**src/rtl/core/btlpm_pkg.sv**
```systemverilog
package btlpm_pkg;

    localparam int ADDR_BITS = 32;
    localparam int LEN_W     = $clog2(ADDR_BITS + 1);
    localparam int DATA_W    = 64;
    localparam int REQ_W     = 3;
    localparam int STAT_W    = 2;
    localparam int LIMIT_W   = 9;

    localparam int ROUTE_ENTRIES_DEF = 256;
    localparam int NODE_ENTRIES_DEF  = 8192;

    localparam logic [LIMIT_W-1:0] ROUTE_LIMIT_RST = 9'd256;

    // register indexes on the config port
    localparam logic REG_HCE   = 1'b0;
    localparam logic REG_LIMIT = 1'b1;

    localparam logic [REQ_W-1:0] REQ_INSERT = 3'd0;
    localparam logic [REQ_W-1:0] REQ_DELETE = 3'd1;
    localparam logic [REQ_W-1:0] REQ_SET    = 3'd2;
    localparam logic [REQ_W-1:0] REQ_GET    = 3'd3;
    localparam logic [REQ_W-1:0] REQ_MATCH  = 3'd4;

    localparam logic [STAT_W-1:0] STAT_OK   = 2'd0;
    localparam logic [STAT_W-1:0] STAT_MISS = 2'd1;
    localparam logic [STAT_W-1:0] STAT_FULL = 2'd2;

    typedef enum logic [2:0] {
        OP_INSERT,
        OP_DELETE,
        OP_SET,
        OP_GET,
        OP_MATCH,
        OP_BAD
    } t_op;

    typedef struct packed {
        t_op                  op;
        logic [ADDR_BITS-1:0] addr;
        logic [LEN_W-1:0]     len;
        logic [DATA_W-1:0]    data;
        logic                 clr;
    } t_item;

endpackage

```
**src/rtl/core/btlpm_front.sv**
```systemverilog
module btlpm_front
    import btlpm_pkg::*;
(
    input  logic                 i_clk,
    input  logic                 i_rst_n,
    input  logic                 i_in_valid,
    output logic                 o_in_stall,
    input  logic [REQ_W-1:0]     i_req_type,
    input  logic [ADDR_BITS-1:0] i_prefix_bits,
    input  logic [LEN_W-1:0]     i_prefix_len,
    input  logic [DATA_W-1:0]    i_data_in,
    input  logic                 i_clear_hits,
    output logic                 o_item_valid,
    output t_item                o_item,
    input  logic                 i_pop
);

    t_item       r_q [0:1];
    logic        r_wp, r_rp;
    logic [1:0]  r_cnt;
    logic [1:0]  n_cnt;
    t_item       cls;
    logic        push;

    always_comb begin
        unique case (i_req_type)
            REQ_INSERT: cls.op = OP_INSERT;
            REQ_DELETE: cls.op = OP_DELETE;
            REQ_SET:    cls.op = OP_SET;
            REQ_GET:    cls.op = OP_GET;
            REQ_MATCH:  cls.op = OP_MATCH;
            default:    cls.op = OP_BAD;
        endcase
        cls.addr = i_prefix_bits;
        cls.len  = (i_prefix_len > LEN_W'(ADDR_BITS)) ? LEN_W'(ADDR_BITS) : i_prefix_len;
        cls.data = i_data_in;
        cls.clr  = i_clear_hits;
    end

    assign o_in_stall   = (r_cnt == 2'd2);
    assign push         = i_in_valid && !o_in_stall;
    assign o_item_valid = (r_cnt != 2'd0);
    assign o_item       = r_q[r_rp];

    always_comb begin
        n_cnt = r_cnt;
        if (push && !(i_pop && o_item_valid)) begin
            n_cnt = r_cnt + 2'd1;
        end else if (!push && i_pop && o_item_valid) begin
            n_cnt = r_cnt - 2'd1;
        end
    end

    always_ff @(posedge i_clk) begin
        if (!i_rst_n) begin
            r_wp  <= 1'b0;
            r_rp  <= 1'b0;
            r_cnt <= 2'd0;
        end else begin
            r_cnt <= n_cnt;
            if (push) begin
                r_wp <= ~r_wp;
            end
            if (i_pop && o_item_valid) begin
                r_rp <= ~r_rp;
            end
        end
    end

    always_ff @(posedge i_clk) begin
        if (push) begin
            r_q[r_wp] <= cls;
        end
    end

endmodule

```
**config.mk**
```make
export PLATFORM = sky130hd
export DESIGN_NAME = btlpm_front
export DESIGN_NICKNAME = d
export VERILOG_FILES = /design/src/rtl/core/btlpm_pkg.sv /design/src/rtl/core/btlpm_front.sv
export SDC_FILE = /design/constraint.sdc
export NUM_CORES = 1
export LEC_CHECK = 0
export BUFFER_PORTS_ARGS = -buffer_cell sky130_fd_sc_hd__buf_4
export CAP_MARGIN = 20
export CORE_UTILIZATION = 24
export DETAILED_ROUTE_END_ITERATION = 16
export GPL_TIMING_DRIVEN = 0
export PLACE_DENSITY_LB_ADDON = 0.3
export SYNTH_ARGS = -nofsm -noshare
export SYNTH_HDL_FRONTEND = slang
export SYNTH_SLANG_ARGS = --single-unit
```
**constraint.sdc**
```tcl
create_clock -name i_clk -period 7.1 [get_ports i_clk]
set_input_delay 1.42 -clock i_clk [delete_from_list [all_inputs] [get_ports i_clk]]
set_output_delay 1.42 -clock i_clk [all_outputs]
set_load 0.02 [all_outputs]
```
==> impl_metrics.env <==
export IMPL_syn_num_nets=476
export IMPL_place_area_sq_um=10500
export IMPL_grt_pass1_vias=4341
export IMPL_swShare_pct=22.7
export IMPL_fin_nets=730
export IMPL_antenna_found_initial=1
export IMPL_cts_tree="done"
export IMPL_rsz0062_at_grt="no"
export IMPL_viasPerCell=3.89
export IMPL_critPathKind="reg2out"
export IMPL_clock_latency_ns=0.52
export IMPL_cts_buffer_depth=3
export IMPL_maxCapViolCount=0
export IMPL_first_pass_iters=4
export IMPL_fillers=3231
export IMPL_clock_skew_ns=0.0109
export IMPL_routed_wl_um=17400
export IMPL_cp_slowest_cell="dfxtp_1"
export IMPL_critPathMaxStageDelay_ns=0.32
export IMPL_clkPwrFrac_pct=40.5
export IMPL_synthToLayoutAreaGrowth_pct=40.5
export IMPL_syn_area_per_cell_sq_um=22.1
export IMPL_die_area_sq_um=34500
export IMPL_path_clk_slew_ns=0.06
export IMPL_slew_violations=0
export IMPL_synth_edf_count=212
export IMPL_synth_seq_area_share_pct=79.9
export IMPL_min_delay_path_class="reg2reg"
export IMPL_drtIter0Drc=163
export IMPL_power_internal_mw=2.54
export IMPL_worst_pin_slew_ns=0.894
export IMPL_final_area_sq_um=11400
export IMPL_drc=0
export IMPL_worstSetupEndpointType="output pin"
export IMPL_min_period_ns=3.30
export IMPL_crit_family="buffers and inverters"
export IMPL_setup_ws_ns=3.80
export IMPL_cts_inserted_buffers=27
export IMPL_cts_setup_buffers=0
export IMPL_worst_ep_required_time_ns=5.68
export IMPL_cts_hold_buf=0
export IMPL_drive_above_1_share_pct=60.1
export IMPL_yosys_warnings=0
export IMPL_initial_utilization_pct=24.6
export IMPL_dp_hpwl_um=11700
export IMPL_timing_critical_path_from_type="flip-flop"
export IMPL_fin_util_pct=34.6
export IMPL_grt_use_total_pct=9.62
export IMPL_fin_hold_ws_ns=0.512
export IMPL_power_density_nw_per_um2=289
export IMPL_io_buffer_count=217
export IMPL_seqPwrFrac_pct=45.7
export IMPL_async_reset_ff_share_pct=0
export IMPL_synth_top_area_cell="edfxtp_1"
export IMPL_antenna_left=0
export IMPL_finalHoldViolCount=0
export IMPL_ys_ff_latch=217
export IMPL_pwr_share_comb_pct=13.8
export IMPL_fin_crit_sh_pct=46.4
export IMPL_num_rows=66
export IMPL_yosysUniqueCellTypes=25
export IMPL_crit_chain="buf_6 > buf_6 > buf_6 > mux2_4 > buf_4"
export IMPL_grt_start_max_net_pins=56
export IMPL_cts_resized=0
export IMPL_synth_ff_type="edfxtp_1"
export IMPL_clock_sinks=217
export IMPL_outcome="finished, final reports clean"
export IMPL_fmax_ghz=0.303
export IMPL_core_sq_um=32900
export IMPL_wl_per_cell_um=16.0
export IMPL_critPathArrivalTime_ns=1.88
export IMPL_crit_top_cell="buf_6"
export IMPL_die_height_um=186
export IMPL_ir_worst_vdd_uv=201
export IMPL_grt_pass1_wl_um=24900
export IMPL_die_x_um=186
export IMPL_critical_path_max_fanout=10
export IMPL_dp_slack_ns=3.75
export IMPL_setup_violations=0
export IMPL_cts_root_buffer="clkbuf_16"
export IMPL_synth_top_area_share_pct=78.6
export IMPL_syn_instance_count=366
export IMPL_slew_headroom_pct=40.4
export IMPL_synth_area_top_cells="edfxtp_1, mux2_2, mux2_4, dfxtp_1, buf_6"
export IMPL_syn_area_sq_um=8100
export IMPL_crit_buf_inv=4
export IMPL_grt_overflow_total=0
export IMPL_switching_power_mw=0.747
export IMPL_h_tree_depth=1
export IMPL_ioPinCount=218
export IMPL_place_congestion=0.641
export IMPL_vias=4214
export IMPL_p_leak_nw=4.26
[sequential cells by signal, indices dropped and copies added, names as in the netlist, named ones only]
| register | cells |
|---|---|
| r_q | 212 |
| r_wp | 1 |
| r_cnt | 2 |
| r_rp | 1 |
[tightest hold or removal path: stages (launching register included)]
cell     delay, ns
dfxtp_1       0.32
xor2_1        0.08
nor2_1        0.07
[synthesized netlist by cell type, drive strengths merged, types with 2 or more instances]
| cell | n |
|---|---|
| a21oi | 3 |
| nor2b | 6 |
| a21o | 2 |
| nor2 | 2 |
| inv | 3 |
| clkbuf | 2 |
| or2 | 2 |
| mux2 | 106 |
| edfxtp | 212 |
| dfxtp | 5 |
| buf | 12 |
[metrics by stage]
step	total power, mW	instances	TNS (ns)
3_3_place_gp	1.98	1025	-252.48
3_5_place_dp	1.99	1033	0
6_report	3.29	1082	0
5_1_grt	3.43	1081	0
2_1_floorplan	1.78	366	0
4_1_cts	3.36	1081	0
[per-layer routing]
metal	vias to the layer above	wire, um	track usage, %
met4	0	485	2.89
met5	-	0	0
li1	1965	-	-
met2	176	7940	15.8
met3	27	1790	4.42
met1	2046	7150	11.1
[power groups by stage]
stage / clock (mW) / sequential [mW] / combinational, mW
floorplan: 0 / 1.53 / 0.241
global placement: 0 / 1.54 / 0.436
detailed placement: 0 / 1.53 / 0.463
CTS: 1.39 / 1.50 / 0.464
global route: 1.43 / 1.51 / 0.485
finish: 1.33 / 1.50 / 0.453
[cells in the final DEF (no fill, tap or decap), drive strengths merged]
cell / Yosys / routed
clkinvlp: 0 / 2
clkbuf: 2 / 38
bufinv: 0 / 3
buf: 12 / 237
nor3b: 1 / 1
xor2: 1 / 1
o21a: 1 / 1
nand3b: 1 / 1
nor2b: 6 / 6
clkinv: 0 / 6
nand2b: 1 / 1
and3: 1 / 1
dfxtp: 5 / 5
a21o: 2 / 2
diode: 0 / 1
inv: 3 / 4
edfxtp: 212 / 212
nor2: 2 / 2
a21boi: 1 / 1
or2: 2 / 2
o211ai: 1 / 1
a21oi: 3 / 3
o21ai: 1 / 1
nor3: 1 / 1
mux2: 106 / 106
mux2i: 1 / 1
[area by class of cell]
type,instances,area [sq um],share of cell area [%]
tap,442,553,4.86
inverter,3,11.3,0.0990
clock inverter,12,146,1.29
clock buffer,36,729,6.41
buffer,14,105,0.924
multi-input combinational,132,1530,13.4
antenna,1,2.50,0.0220
sequential,217,6470,56.8
timing repair buffer,225,1840,16.1
[kinds of logic after synthesis]
family / after synthesis / share of synthesized area [%]
muxes: 107 / 16.7
AOI/OAI and AO/OA: 9 / 0.711
DFF: 217 / 79.9
buffers and inverters: 17 / 1.44
and+or+nand+nor: 15 / 1.17
xor gates and xnor gates: 1 / 0.108
[worst paths after layout]
| kind | endpoint | slack, ns | depth (start not counted) | startpoint |
|---|---|---|---|---|
| hold / removal | r_rp | 0.51 | 2 | r_rp |
| setup / recovery | o_item[73] | 3.80 | 5 | flip-flop |
| setup reg to reg | r_q[0][2] | 4.73 | 7 | r_cnt[0] |
| hold reg to reg | r_rp | 0.51 | 2 | r_rp |
Note: power is estimated with default switching activity, not from simulation.
